--- src/hdl/incubation_rate_accumulator_assert.svh ---
// Assertion macros for the incubation rate accumulator.
// Included by the modules that check their own logic; no other dependencies.
`ifndef INCUBATION_RATE_ACCUMULATOR_ASSERT_SVH
`define INCUBATION_RATE_ACCUMULATOR_ASSERT_SVH
`ifndef SYNTHESIS
`define IRA_ASSERT_IMP(label, clock, resetn, ante, cons) \
  label: assert property (@(posedge clock) disable iff (!resetn) (ante) |-> (cons)) \
    else $error("incubation_rate_accumulator: same-cycle check failed");
`define IRA_ASSERT_NXT(label, clock, resetn, ante, cons) \
  label: assert property (@(posedge clock) disable iff (!resetn) (ante) |=> (cons)) \
    else $error("incubation_rate_accumulator: next-cycle check failed");
`else
`define IRA_ASSERT_IMP(label, clock, resetn, ante, cons)
`define IRA_ASSERT_NXT(label, clock, resetn, ante, cons)
`endif
`endif

--- src/hdl/ira_pkg.sv ---
// Shared types and constants of the incubation rate accumulator.
// No dependencies; used by the channel interfaces and the top level.
package ira_pkg;

  // Field widths of the channels and registers.
  localparam int TEMP_W      = 11;
  localparam int RATE_OUT_W  = 24;
  localparam int SUM_OUT_W   = 26;
  localparam int THR_W       = 26;
  localparam int CFG_DATA_W  = 32;
  localparam int CFG_ADDR_W  = 4;

  localparam int FRACTION_BITS_DEFAULT = 24;

  // Polynomial datapath: Y = y * 2^40 fits a 52 bit signed word for any sample.
  localparam int ACC_W  = 52;
  localparam int YQ_SH  = 16;
  localparam int YQ_W   = ACC_W - YQ_SH;
  localparam int DIV_W  = YQ_W + 5;
  localparam int YQ_FRAC = 24;

  // Folded coefficients, rounded to nearest, scaled by 2^40.
  localparam logic signed [ACC_W-1:0] K0 = 52'sd46136607413109;
  localparam logic signed [ACC_W-1:0] K1 = 52'sd245974495029;
  localparam logic signed [ACC_W-1:0] K2 = 52'sd421035644;
  localparam logic signed [ACC_W-1:0] K3 = 52'sd143371;

  // Register reset values.
  localparam logic signed [TEMP_W-1:0] BAND_LOW_RST  = 11'sd128;
  localparam logic signed [TEMP_W-1:0] BAND_HIGH_RST = 11'sd560;
  localparam logic [THR_W-1:0]         THRESHOLD_RST = 26'd16775538;

  // Register indexes (byte address bits [3:2]).
  typedef enum logic [1:0] {
    REG_BAND_LOW  = 2'd0,
    REG_BAND_HIGH = 2'd1,
    REG_THRESHOLD = 2'd2
  } ira_reg_t;

  typedef enum logic [2:0] {
    S_IDLE,
    S_MUL,
    S_ADD,
    S_PREP,
    S_CHK,
    S_DIV,
    S_OUT
  } ira_state_t;

endpackage

--- src/hdl/ira_ifs.sv ---
// Valid/ready channel interfaces for the incubation rate accumulator.
// Depends on ira_pkg for the field widths.
interface ira_in_if;
  logic                              valid;
  logic                              ready;
  logic signed [ira_pkg::TEMP_W-1:0] temperature;
  logic                              start_accumulation;
  logic                              final_hour;

  modport source (output valid, output temperature, output start_accumulation,
                  output final_hour, input ready);
  modport sink   (input valid, input temperature, input start_accumulation,
                  input final_hour, output ready);
endinterface

interface ira_out_if;
  logic                             valid;
  logic                             ready;
  logic [ira_pkg::RATE_OUT_W-1:0]   hourly_rate;
  logic [ira_pkg::SUM_OUT_W-1:0]    accumulated;
  logic                             incubation_done;
  logic                             done_this_hour;
  logic                             data_ended;

  modport source (output valid, output hourly_rate, output accumulated,
                  output incubation_done, output done_this_hour, output data_ended,
                  input ready);
  modport sink   (input valid, input hourly_rate, input accumulated,
                  input incubation_done, input done_this_hour, input data_ended,
                  output ready);
endinterface

--- src/hdl/incubation_rate_accumulator.sv ---
// Incubation rate accumulator top level: sequencer, shared multiply-add unit,
// restoring divider and saturating accumulator. Depends on ira_pkg, ira_ifs and
// incubation_rate_accumulator_assert.svh.
// Each in_ch transaction (hourly temperature in 1/16 C, start mark, final-hour mark)
// yields one out_ch transaction: the rate 1/(24*y) in Q0.24, the saturating Q2.24
// sum since the last start, the latched done flag, a one-hour crossing pulse and
// the final-hour echo. The APB-style port (pready tied high) sets the band limits
// and the done threshold. The user must write it only while the block is idle.
// The block does not enforce this. A sample inside the band with positive y whose
// divisor does not saturate passes through three multiply and add rounds of
// Horner's rule on one multiplier, divisor setup and check, the restoring
// divider at one quotient bit per cycle, and the output load. Any other sample
// skips the divider. in_ch.ready is high only while the sequencer is idle, so a
// new sample is taken only after the previous result has been loaded.
// Reset (synchronous, rst_n low) clears the sum, the accumulating and done flags and the
// result valid bit, and loads the register defaults (8.0 C, 35.0 C, 0.9999).
// A stalled result waits in the output register while the sequencer holds its
// final state; the next sample is accepted once the result has been loaded.
module incubation_rate_accumulator #(
  parameter int FRACTION_BITS = ira_pkg::FRACTION_BITS_DEFAULT
) (
  input  logic                              clk,
  input  logic                              rst_n,
  ira_in_if.sink                            in_ch,
  ira_out_if.source                         out_ch,
  input  logic                              psel,
  input  logic                              penable,
  input  logic                              pwrite,
  input  logic [ira_pkg::CFG_ADDR_W-1:0]    paddr,
  input  logic [ira_pkg::CFG_DATA_W-1:0]    pwdata,
  output logic [ira_pkg::CFG_DATA_W-1:0]    prdata,
  output logic                              pready
);

`include "incubation_rate_accumulator_assert.svh"

  localparam int RATE_W = FRACTION_BITS;
  localparam int SUM_W  = FRACTION_BITS + 2;
  localparam int CMP_W  = (SUM_W > ira_pkg::THR_W) ? SUM_W : ira_pkg::THR_W;
  localparam int CNT_W  = $clog2(FRACTION_BITS);
  localparam int ACC_W  = ira_pkg::ACC_W;
  localparam int DIV_W  = ira_pkg::DIV_W;
  localparam int TEMP_W = ira_pkg::TEMP_W;

  // The divider saturates whenever 24*yq is at most 2^24; this value also seeds
  // the partial remainder, since the dividend is 2^24 followed by zero bits.
  localparam logic [DIV_W-1:0] DIV_SAT = DIV_W'(1) << ira_pkg::YQ_FRAC;

  // ---------------------------------------------------------------------------
  // Configuration registers.
  // ---------------------------------------------------------------------------
  logic signed [TEMP_W-1:0]       band_low_r;
  logic signed [TEMP_W-1:0]       band_high_r;
  logic [ira_pkg::THR_W-1:0]      threshold_r;
  logic                           cfg_wr;
  ira_pkg::ira_reg_t              cfg_idx;

  assign pready  = 1'b1;
  assign cfg_wr  = psel && penable && pwrite && pready;
  assign cfg_idx = ira_pkg::ira_reg_t'(paddr[3:2]);

  always_ff @(posedge clk) begin
    if (!rst_n) begin
      band_low_r  <= ira_pkg::BAND_LOW_RST;
      band_high_r <= ira_pkg::BAND_HIGH_RST;
      threshold_r <= ira_pkg::THRESHOLD_RST;
    end else if (cfg_wr) begin
      case (cfg_idx)
        ira_pkg::REG_BAND_LOW:  band_low_r  <= pwdata[TEMP_W-1:0];
        ira_pkg::REG_BAND_HIGH: band_high_r <= pwdata[TEMP_W-1:0];
        ira_pkg::REG_THRESHOLD: threshold_r <= pwdata[ira_pkg::THR_W-1:0];
        default: ;
      endcase
    end
  end

  // Reads return the signed limits sign-extended to the bus width.
  always_comb begin
    case (cfg_idx)
      ira_pkg::REG_BAND_LOW:
        prdata = {{(ira_pkg::CFG_DATA_W-TEMP_W){band_low_r[TEMP_W-1]}}, band_low_r};
      ira_pkg::REG_BAND_HIGH:
        prdata = {{(ira_pkg::CFG_DATA_W-TEMP_W){band_high_r[TEMP_W-1]}}, band_high_r};
      ira_pkg::REG_THRESHOLD:
        prdata = {{(ira_pkg::CFG_DATA_W-ira_pkg::THR_W){1'b0}}, threshold_r};
      default:
        prdata = '0;
    endcase
  end

  // ---------------------------------------------------------------------------
  // Sequencer.
  // ---------------------------------------------------------------------------
  ira_pkg::ira_state_t state_r, state_nxt;

  logic signed [TEMP_W-1:0] temp_r;
  logic                     start_r;
  logic                     final_r;
  logic                     in_band_r;
  logic [1:0]               step_r;
  logic [CNT_W-1:0]         cnt_r;

  logic signed [ACC_W-1:0]  acc_r;
  logic signed [ACC_W-1:0]  prod_r;
  logic [DIV_W-1:0]         div_r;
  logic [DIV_W-1:0]         rem_r;
  logic [RATE_W-1:0]        rate_r;

  logic                     out_valid_r;
  logic                     out_free;
  logic                     in_fire;
  logic                     out_load;
  logic                     y_nonpos;
  logic                     div_sat;
  logic                     last_round;
  logic                     last_bit;

  assign out_free   = !out_valid_r || out_ch.ready;
  assign in_fire    = in_ch.valid && in_ch.ready;
  assign y_nonpos   = acc_r[ACC_W-1] || (acc_r == '0);
  assign div_sat    = (div_r <= DIV_SAT);
  assign last_round = (step_r == 2'd2);
  assign last_bit   = (cnt_r == CNT_W'(FRACTION_BITS - 1));

  always_comb begin
    state_nxt = state_r;
    case (state_r)
      ira_pkg::S_IDLE: if (in_fire) state_nxt = ira_pkg::S_MUL;
      ira_pkg::S_MUL:  state_nxt = ira_pkg::S_ADD;
      ira_pkg::S_ADD:  state_nxt = last_round ? ira_pkg::S_PREP : ira_pkg::S_MUL;
      ira_pkg::S_PREP: state_nxt = ira_pkg::S_CHK;
      ira_pkg::S_CHK: begin
        if (!in_band_r || y_nonpos || div_sat) state_nxt = ira_pkg::S_OUT;
        else                                   state_nxt = ira_pkg::S_DIV;
      end
      ira_pkg::S_DIV:  if (last_bit) state_nxt = ira_pkg::S_OUT;
      ira_pkg::S_OUT:  if (out_free) state_nxt = ira_pkg::S_IDLE;
      default:         state_nxt = ira_pkg::S_IDLE;
    endcase
  end

  always_comb begin
    in_ch.ready = (state_r == ira_pkg::S_IDLE);
    out_load    = (state_r == ira_pkg::S_OUT) && out_free;
  end

  always_ff @(posedge clk) begin
    if (!rst_n) state_r <= ira_pkg::S_IDLE;
    else        state_r <= state_nxt;
  end

  // ---------------------------------------------------------------------------
  // Shared multiply-add unit: Y = ((-K3*t + K2)*t - K1)*t + K0, exact.
  // ---------------------------------------------------------------------------
  logic signed [ACC_W+TEMP_W-1:0] prod_full;
  logic signed [ACC_W-1:0]        coef;

  assign prod_full = (ACC_W+TEMP_W)'(acc_r) * (ACC_W+TEMP_W)'(temp_r);

  always_comb begin
    case (step_r)
      2'd0:    coef = ira_pkg::K2;
      2'd1:    coef = -ira_pkg::K1;
      2'd2:    coef = ira_pkg::K0;
      default: coef = '0;
    endcase
  end

  // ---------------------------------------------------------------------------
  // Restoring divider step: one quotient bit of 2^(FRACTION_BITS+24) / (24*yq).
  // ---------------------------------------------------------------------------
  localparam int YQ_W_C = ira_pkg::YQ_W;

  logic [DIV_W:0]     rem_sh;
  logic [DIV_W:0]     rem_diff;
  logic               q_bit;
  logic [YQ_W_C-1:0]  yq;

  assign rem_sh   = {rem_r, 1'b0};
  assign rem_diff = rem_sh - {1'b0, div_r};
  assign q_bit    = (rem_sh >= {1'b0, div_r});
  assign yq       = acc_r[ACC_W-1:ira_pkg::YQ_SH];

  always_ff @(posedge clk) begin
    case (state_r)
      ira_pkg::S_IDLE: begin
        if (in_fire) begin
          temp_r    <= in_ch.temperature;
          start_r   <= in_ch.start_accumulation;
          final_r   <= in_ch.final_hour;
          in_band_r <= (in_ch.temperature > band_low_r) &&
                       (in_ch.temperature < band_high_r);
          acc_r     <= -ira_pkg::K3;
          step_r    <= 2'd0;
        end
      end
      ira_pkg::S_MUL: begin
        prod_r <= prod_full[ACC_W-1:0];
      end
      ira_pkg::S_ADD: begin
        acc_r  <= prod_r + coef;
        step_r <= step_r + 2'd1;
      end
      ira_pkg::S_PREP: begin
        div_r <= (DIV_W'(yq) << 4) + (DIV_W'(yq) << 3);
      end
      ira_pkg::S_CHK: begin
        rem_r <= DIV_SAT;
        cnt_r <= '0;
        if (!in_band_r || y_nonpos) rate_r <= '0;
        else if (div_sat)           rate_r <= '1;
        else                        rate_r <= '0;
      end
      ira_pkg::S_DIV: begin
        rem_r  <= q_bit ? rem_diff[DIV_W-1:0] : rem_sh[DIV_W-1:0];
        rate_r <= {rate_r[RATE_W-2:0], q_bit};
        cnt_r  <= cnt_r + CNT_W'(1);
      end
      default: ;
    endcase
  end

  // ---------------------------------------------------------------------------
  // Accumulator update, done at the moment the result is loaded.
  // ---------------------------------------------------------------------------
  logic [SUM_W-1:0] sum_r, sum_nxt, sum_base;
  logic             accumulating_r, accumulating_nxt;
  logic             done_r, done_nxt;
  logic             crossed;
  logic             done_base;
  logic [SUM_W:0]   sum_add;

  always_comb begin
    sum_base         = start_r ? '0 : sum_r;
    done_base        = start_r ? 1'b0 : done_r;
    accumulating_nxt = start_r || accumulating_r;
    sum_add          = {1'b0, sum_base} + (SUM_W+1)'(rate_r);
    sum_nxt          = sum_base;
    done_nxt         = done_base;
    crossed          = 1'b0;
    if (accumulating_nxt && !done_base) begin
      // The top carry of the sum means it passed the Q2 ceiling: saturate.
      sum_nxt  = sum_add[SUM_W] ? '1 : sum_add[SUM_W-1:0];
      crossed  = CMP_W'(sum_nxt) > CMP_W'(threshold_r);
      done_nxt = crossed;
    end
  end

  always_ff @(posedge clk) begin
    if (!rst_n) begin
      sum_r          <= '0;
      accumulating_r <= 1'b0;
      done_r         <= 1'b0;
    end else if (out_load) begin
      sum_r          <= sum_nxt;
      accumulating_r <= accumulating_nxt;
      done_r         <= done_nxt;
    end
  end

  // ---------------------------------------------------------------------------
  // Output register.
  // ---------------------------------------------------------------------------
  logic [RATE_W+ira_pkg::RATE_OUT_W-1:0] rate_ext;
  logic [SUM_W+ira_pkg::SUM_OUT_W-1:0]   sum_ext;
  logic [ira_pkg::RATE_OUT_W-1:0]        out_rate_r;
  logic [ira_pkg::SUM_OUT_W-1:0]         out_sum_r;
  logic                                  out_done_r;
  logic                                  out_cross_r;
  logic                                  out_final_r;

  assign rate_ext = {{ira_pkg::RATE_OUT_W{1'b0}}, rate_r};
  assign sum_ext  = {{ira_pkg::SUM_OUT_W{1'b0}}, sum_nxt};

  always_ff @(posedge clk) begin
    if (!rst_n) begin
      out_valid_r <= 1'b0;
    end else if (out_load) begin
      out_valid_r <= 1'b1;
    end else if (out_ch.ready) begin
      out_valid_r <= 1'b0;
    end
  end

  always_ff @(posedge clk) begin
    if (out_load) begin
      out_rate_r  <= rate_ext[ira_pkg::RATE_OUT_W-1:0];
      out_sum_r   <= sum_ext[ira_pkg::SUM_OUT_W-1:0];
      out_done_r  <= done_nxt;
      out_cross_r <= crossed;
      out_final_r <= final_r;
    end
  end

  assign out_ch.valid           = out_valid_r;
  assign out_ch.hourly_rate     = out_rate_r;
  assign out_ch.accumulated     = out_sum_r;
  assign out_ch.incubation_done = out_done_r;
  assign out_ch.done_this_hour  = out_cross_r;
  assign out_ch.data_ended      = out_final_r;

  // ---------------------------------------------------------------------------
  // Assertions.
  // ---------------------------------------------------------------------------
  `IRA_ASSERT_IMP(a_rem_below_div, clk, rst_n, state_r == ira_pkg::S_DIV, rem_r < div_r)
  `IRA_ASSERT_IMP(a_cross_sets_done, clk, rst_n, out_valid_r, !out_cross_r || out_done_r)
  `IRA_ASSERT_NXT(a_busy_after_accept, clk, rst_n, in_fire, !in_ch.ready)
  `IRA_ASSERT_NXT(a_load_once, clk, rst_n, out_load, out_valid_r && state_r == ira_pkg::S_IDLE)

endmodule
--- src/flat_wrapper.sv ---
// flat-port wrapper written by rule: the top's interface ports become plain ports
module incubation_rate_accumulator_flat 
#(
  parameter int FRACTION_BITS = ira_pkg::FRACTION_BITS_DEFAULT
)
  (clk, rst_n, psel, penable, pwrite, paddr, pwdata, prdata, pready, in_ch_valid, in_ch_temperature, in_ch_start_accumulation, in_ch_final_hour, in_ch_ready, out_ch_valid, out_ch_hourly_rate, out_ch_accumulated, out_ch_incubation_done, out_ch_done_this_hour, out_ch_data_ended, out_ch_ready);
  ira_in_if in_ch_i ();
  ira_out_if out_ch_i ();
  input  logic clk;
  input  logic rst_n;
  input  logic psel;
  input  logic penable;
  input  logic pwrite;
  input  logic [ira_pkg::CFG_ADDR_W-1:0] paddr;
  input  logic [ira_pkg::CFG_DATA_W-1:0] pwdata;
  output logic [ira_pkg::CFG_DATA_W-1:0] prdata;
  output logic pready;
  input wire logic [$bits(in_ch_i.valid)-1:0] in_ch_valid;
  input wire logic [$bits(in_ch_i.temperature)-1:0] in_ch_temperature;
  input wire logic [$bits(in_ch_i.start_accumulation)-1:0] in_ch_start_accumulation;
  input wire logic [$bits(in_ch_i.final_hour)-1:0] in_ch_final_hour;
  output wire logic [$bits(in_ch_i.ready)-1:0] in_ch_ready;
  output wire logic [$bits(out_ch_i.valid)-1:0] out_ch_valid;
  output wire logic [$bits(out_ch_i.hourly_rate)-1:0] out_ch_hourly_rate;
  output wire logic [$bits(out_ch_i.accumulated)-1:0] out_ch_accumulated;
  output wire logic [$bits(out_ch_i.incubation_done)-1:0] out_ch_incubation_done;
  output wire logic [$bits(out_ch_i.done_this_hour)-1:0] out_ch_done_this_hour;
  output wire logic [$bits(out_ch_i.data_ended)-1:0] out_ch_data_ended;
  input wire logic [$bits(out_ch_i.ready)-1:0] out_ch_ready;
  assign in_ch_i.valid = in_ch_valid;
  assign in_ch_i.temperature = in_ch_temperature;
  assign in_ch_i.start_accumulation = in_ch_start_accumulation;
  assign in_ch_i.final_hour = in_ch_final_hour;
  assign in_ch_ready = in_ch_i.ready;
  assign out_ch_valid = out_ch_i.valid;
  assign out_ch_hourly_rate = out_ch_i.hourly_rate;
  assign out_ch_accumulated = out_ch_i.accumulated;
  assign out_ch_incubation_done = out_ch_i.incubation_done;
  assign out_ch_done_this_hour = out_ch_i.done_this_hour;
  assign out_ch_data_ended = out_ch_i.data_ended;
  assign out_ch_i.ready = out_ch_ready;
  incubation_rate_accumulator #(.FRACTION_BITS(FRACTION_BITS)) u_core (.clk(clk), .rst_n(rst_n), .in_ch(in_ch_i), .out_ch(out_ch_i), .psel(psel), .penable(penable), .pwrite(pwrite), .paddr(paddr), .pwdata(pwdata), .prdata(prdata), .pready(pready));
endmodule
--- config.mk ---
export PLATFORM = sky130hd
export DESIGN_NAME = incubation_rate_accumulator_flat
export DESIGN_NICKNAME = d
export VERILOG_FILES = /design/src/hdl/ira_pkg.sv /design/src/hdl/ira_ifs.sv /design/src/hdl/incubation_rate_accumulator.sv /design/src/flat_wrapper.sv
export VERILOG_INCLUDE_DIRS = /design/src /design/src/hdl
export SDC_FILE = /design/constraint.sdc
export NUM_CORES = 2
export LEC_CHECK = 0
export BUFFER_PORTS_ARGS = -buffer_cell sky130_fd_sc_hd__buf_4
export CAP_MARGIN = 20
export CORE_UTILIZATION = 55
export CTS_BUF_LIST = sky130_fd_sc_hd__clkbuf_2
export DETAILED_ROUTE_END_ITERATION = 10
export GPL_TIMING_DRIVEN = 0
export PLACE_DENSITY = 0.72
export SETUP_SLACK_MARGIN = 0.1
export SYNTH_ARGS = -nofsm -noshare
export SYNTH_HDL_FRONTEND = slang
export SYNTH_SLANG_ARGS = --single-unit
--- constraint.sdc ---
create_clock -name clk -period 12.1 [get_ports clk]
set_input_delay 1.21 -clock clk [delete_from_list [all_inputs] [get_ports clk]]
set_output_delay 1.21 -clock clk [all_outputs]
set_load 0.02 [all_outputs]
==> metrics.md <==
| Metric | Value |
|---|---|
| Hold path endpoint | u_core.start_r |
| Leading cell type in the layout, fill and taps excluded | inv_1 |
| Post-synth EDFFs | around 280 |
| Vias per cell | about 5.6 |
| Avg Synthesized Cell Area | 9.15 um^2 |
| Hold buffer count at cts | 0 |
| Seq/Total Area, Yosys | 25.7% |
| Post-synthesis cell area | ~0.039 mm^2 |
| IO buf count | 132 |
| Crit Path Max Fanout | 10 |
| RSZ-0062 raised after global routing | no |
| Most frequent cells in the layout | 598 x inv_1, 564 x nand2_1, 404 x fa_1, 333 x ha_1, 278 x edfxtp_1 |
| Pin count of the biggest net entering global routing | 39 |
| 1st-iter DRT viols | 2,082 |
| Synth Net Count | approximately 5,000 |
| Initial antenna violation count | 3 |
| Cells after synthesis | around 4,200 |
| Max-slew violations | 0 |
| Slew @ Worst Pin | 1050 ps |
| Min cycle time layout | a little under 9000 ps |
| Io pins | approximately 140 |
| Sink Count | between 300 and 400 |
| Reg2Reg Depth | 21 |
| Die X | 267 um |
| First-pass GRT wire length | roughly 170,000 um |
| Routability cong. | around 0.95 |
| Ys Warns | 0 |
| Clk pin slew, worst setup/hold paths | ~100 ps |
| Routed WL per cell | approximately 19 um |
| Period utilization | about 72% |
| Post-synth top flop | edfxtp_1 |
| First-pass iteration count of the detailed router | 6 |
| Initial Utilization | around 56% |
| Fin. Hold Viols | 0 |
| Crit start category | register |
| Area grow syn2layout | 8.47% |
| Num CTS Buffers | 94 |
| Slew Limit Headroom | roughly 30% |
| CP required | around 13,000 ps |
| Share of layout cells above drive strength 1 | between 7 and 8% |
| Core area | slightly below 0.07 mm^2 |
| Post-synthesis register bit count | 358 |
| Nets@finish | between 5,000 and 6,000 |
| Congestion Overflow GR | 0 |
| Worst Setup End Kind | register |
| DIE AREA | 0.0713 mm^2 |
| Skew-Pair Late Insertion Delay | roughly 1200 ps |
| Skew final | between 100 and 150 ps |
| Post-DP HPWL | around 85,000 um |
| Die Ht | 267 um |
| Ys async rst share | 0% |
| Setup Viol. Count Final | 0 |
| CP Class | register to register |
| Placement row count | 96 |
| Fmax | approximately 110 MHz |
| Final wirelength | 103,000 um |
| Vias | a little over 30,000 |
| Hold WC Path Type | primary input to register |
| Hold depth | 1 |
| CTS tree | done |
| FF-to-FF setup slack | approximately 3300 ps |
| Netlist cell types | 86 |
| Detailed-route DRC error count | 0 |
| Post-route antenna net violation count | 0 |
| Clock Path Buffers | 3 |
| Final TNS setup | 0 ps |
| Vias in the first global route | between 30,000 and 40,000 |
| Clock Root Buffer | clkbuf_2 |
| R2R Path End | u_core.prod_r[46] |
| Status | finished clean |
| Critical Path AT | about 9600 ps |
| Gr usage total | a little under a third |
| Setup bufs post-CTS | 0 |
| Post-cts sizing count | 0 |
| R2r startpoint | u_core.temp_r[10] |
| Max_cap viols | 0 |
| H-tree Lvls | 3 |
| Beginning of the worst hold path | in_ch_start_accumulation |
## cells in the mapped netlist, drive strengths merged (105+ instances only)
master	n	area share (%)
a21o	105	2.0
a21oi	229	3.0
and2	216	3.5
clkbuf	180	1.7
edfxtp	278	22
fa	404	21
ha	333	11
inv	598	5.8
nand2	564	5.5
nor2	220	2.1
o21ai	157	2.1
xnor2	139	3.2
## layer usage
| metal | wire, um | track usage [%] | vias to the layer above | share of wire, % |
|---|---|---|---|---|
| met3 | 7500 | 6.06 | 221 | 7.3 |
| met2 | 48700 | 49.2 | 1047 | 47 |
| met5 | 0 | 0 | - | 0 |
| met4 | 4430 | 12.2 | 0 | 4.3 |
| li1 | - | - | 14470 | - |
| met1 | 42800 | 38.9 | 14903 | 41 |
## worst max path at each step
stage / start / endpoint / slack, ps / cells past startpoint
CTS: u_core.temp_r[10] / u_core.prod_r[46] / 3370 / 21
detailed placement: u_core.temp_r[10] / u_core.prod_r[46] / 3530 / 21
floorplan: u_core.temp_r[10] / u_core.prod_r[51] / 5640 / 23
global placement: u_core.temp_r[10] / u_core.prod_r[46] / 3510 / 21
finish: u_core.temp_r[10] / u_core.prod_r[46] / 3340 / 21
global route: u_core.temp_r[10] / u_core.prod_r[46] / 3140 / 21
## critical path, cell delays in order (launching register included)
cell and delay, ps:
edfxtp_1 330, clkbuf_1 530, clkinv_1 610, buf_1 560, nor2_1 310, fa_1 460
fa_1 540, fa_1 580, fa_1 530, fa_1 550, ha_1 420, nand4_1 150
a2111oi_0 470, nor3_1 260, a211oi_1 590, a2bb2oi_2 350, o31a_1 250, o21ai_1 130
or2_1 280, nand2_1 180, nor4_1 60, a211o_1 270
## stage by stage
step	cells	hold slack, ps	worst slack (ps)	area, um^2	utilization (%)
floorplan	4224	400	5640	38600	-
global placement	5287	408	3510	40800	59.1
detailed placement	5301	416	3530	41000	59.4
CTS	5466	120	3370	41900	60.7
global route	5472	119	3140	41900	60.7
finish	5472	226	3340	41900	60.7
## flip-flops by register name, indices dropped and copies added, names as in the netlist, 2 cells and up
| name | count |
|---|---|
| u_core.step_r | 2 |
| u_core.state_r | 3 |
| u_core.temp_r | 11 |
| u_core.acc_r | 52 |
| u_core.prod_r | 52 |
| u_core.sum_r | 26 |
| u_core.rem_r | 38 |
| u_core.band_low_r | 11 |
| u_core.div_r | 38 |
| u_core.threshold_r | 26 |
| u_core.band_high_r | 11 |
| u_core.rate_r | 24 |
| u_core.cnt_r | 5 |
| u_core.out_ch.accumulated | 26 |
| u_core.out_ch.hourly_rate | 24 |
## area by class of cell
class                      count  area (um^2)
fill                        6044        27100
multi-input combinational   3066        25700
sequential                   358         9950
inverter                     600         2250
timing repair buffer         146         1210
tap                          931         1160
buffer                       200          800
clock buffer                 131          656
clock inverter                34          201
antenna                        6         15.0
## cells by family (layout without fill, tap and decap cells)
group | after synthesis | after routing | synth area share (%)
buffers and inverters | 800 | 1111 | 7.90
DFF | 358 | 358 | 25.7
and+or+nand+nor | 1311 | 1311 | 16.1
muxes | 58 | 58 | 1.52
xor gates and xnor gates | 195 | 195 | 4.42
adders and majority gates | 737 | 737 | 31.7
AOI/OAI and AO/OA | 764 | 764 | 12.6
other | 1 | 7 | 0.00970
Power is not shown: default switching activity piles up to over one toggle a cycle in this logic, so the estimate is an artifact.
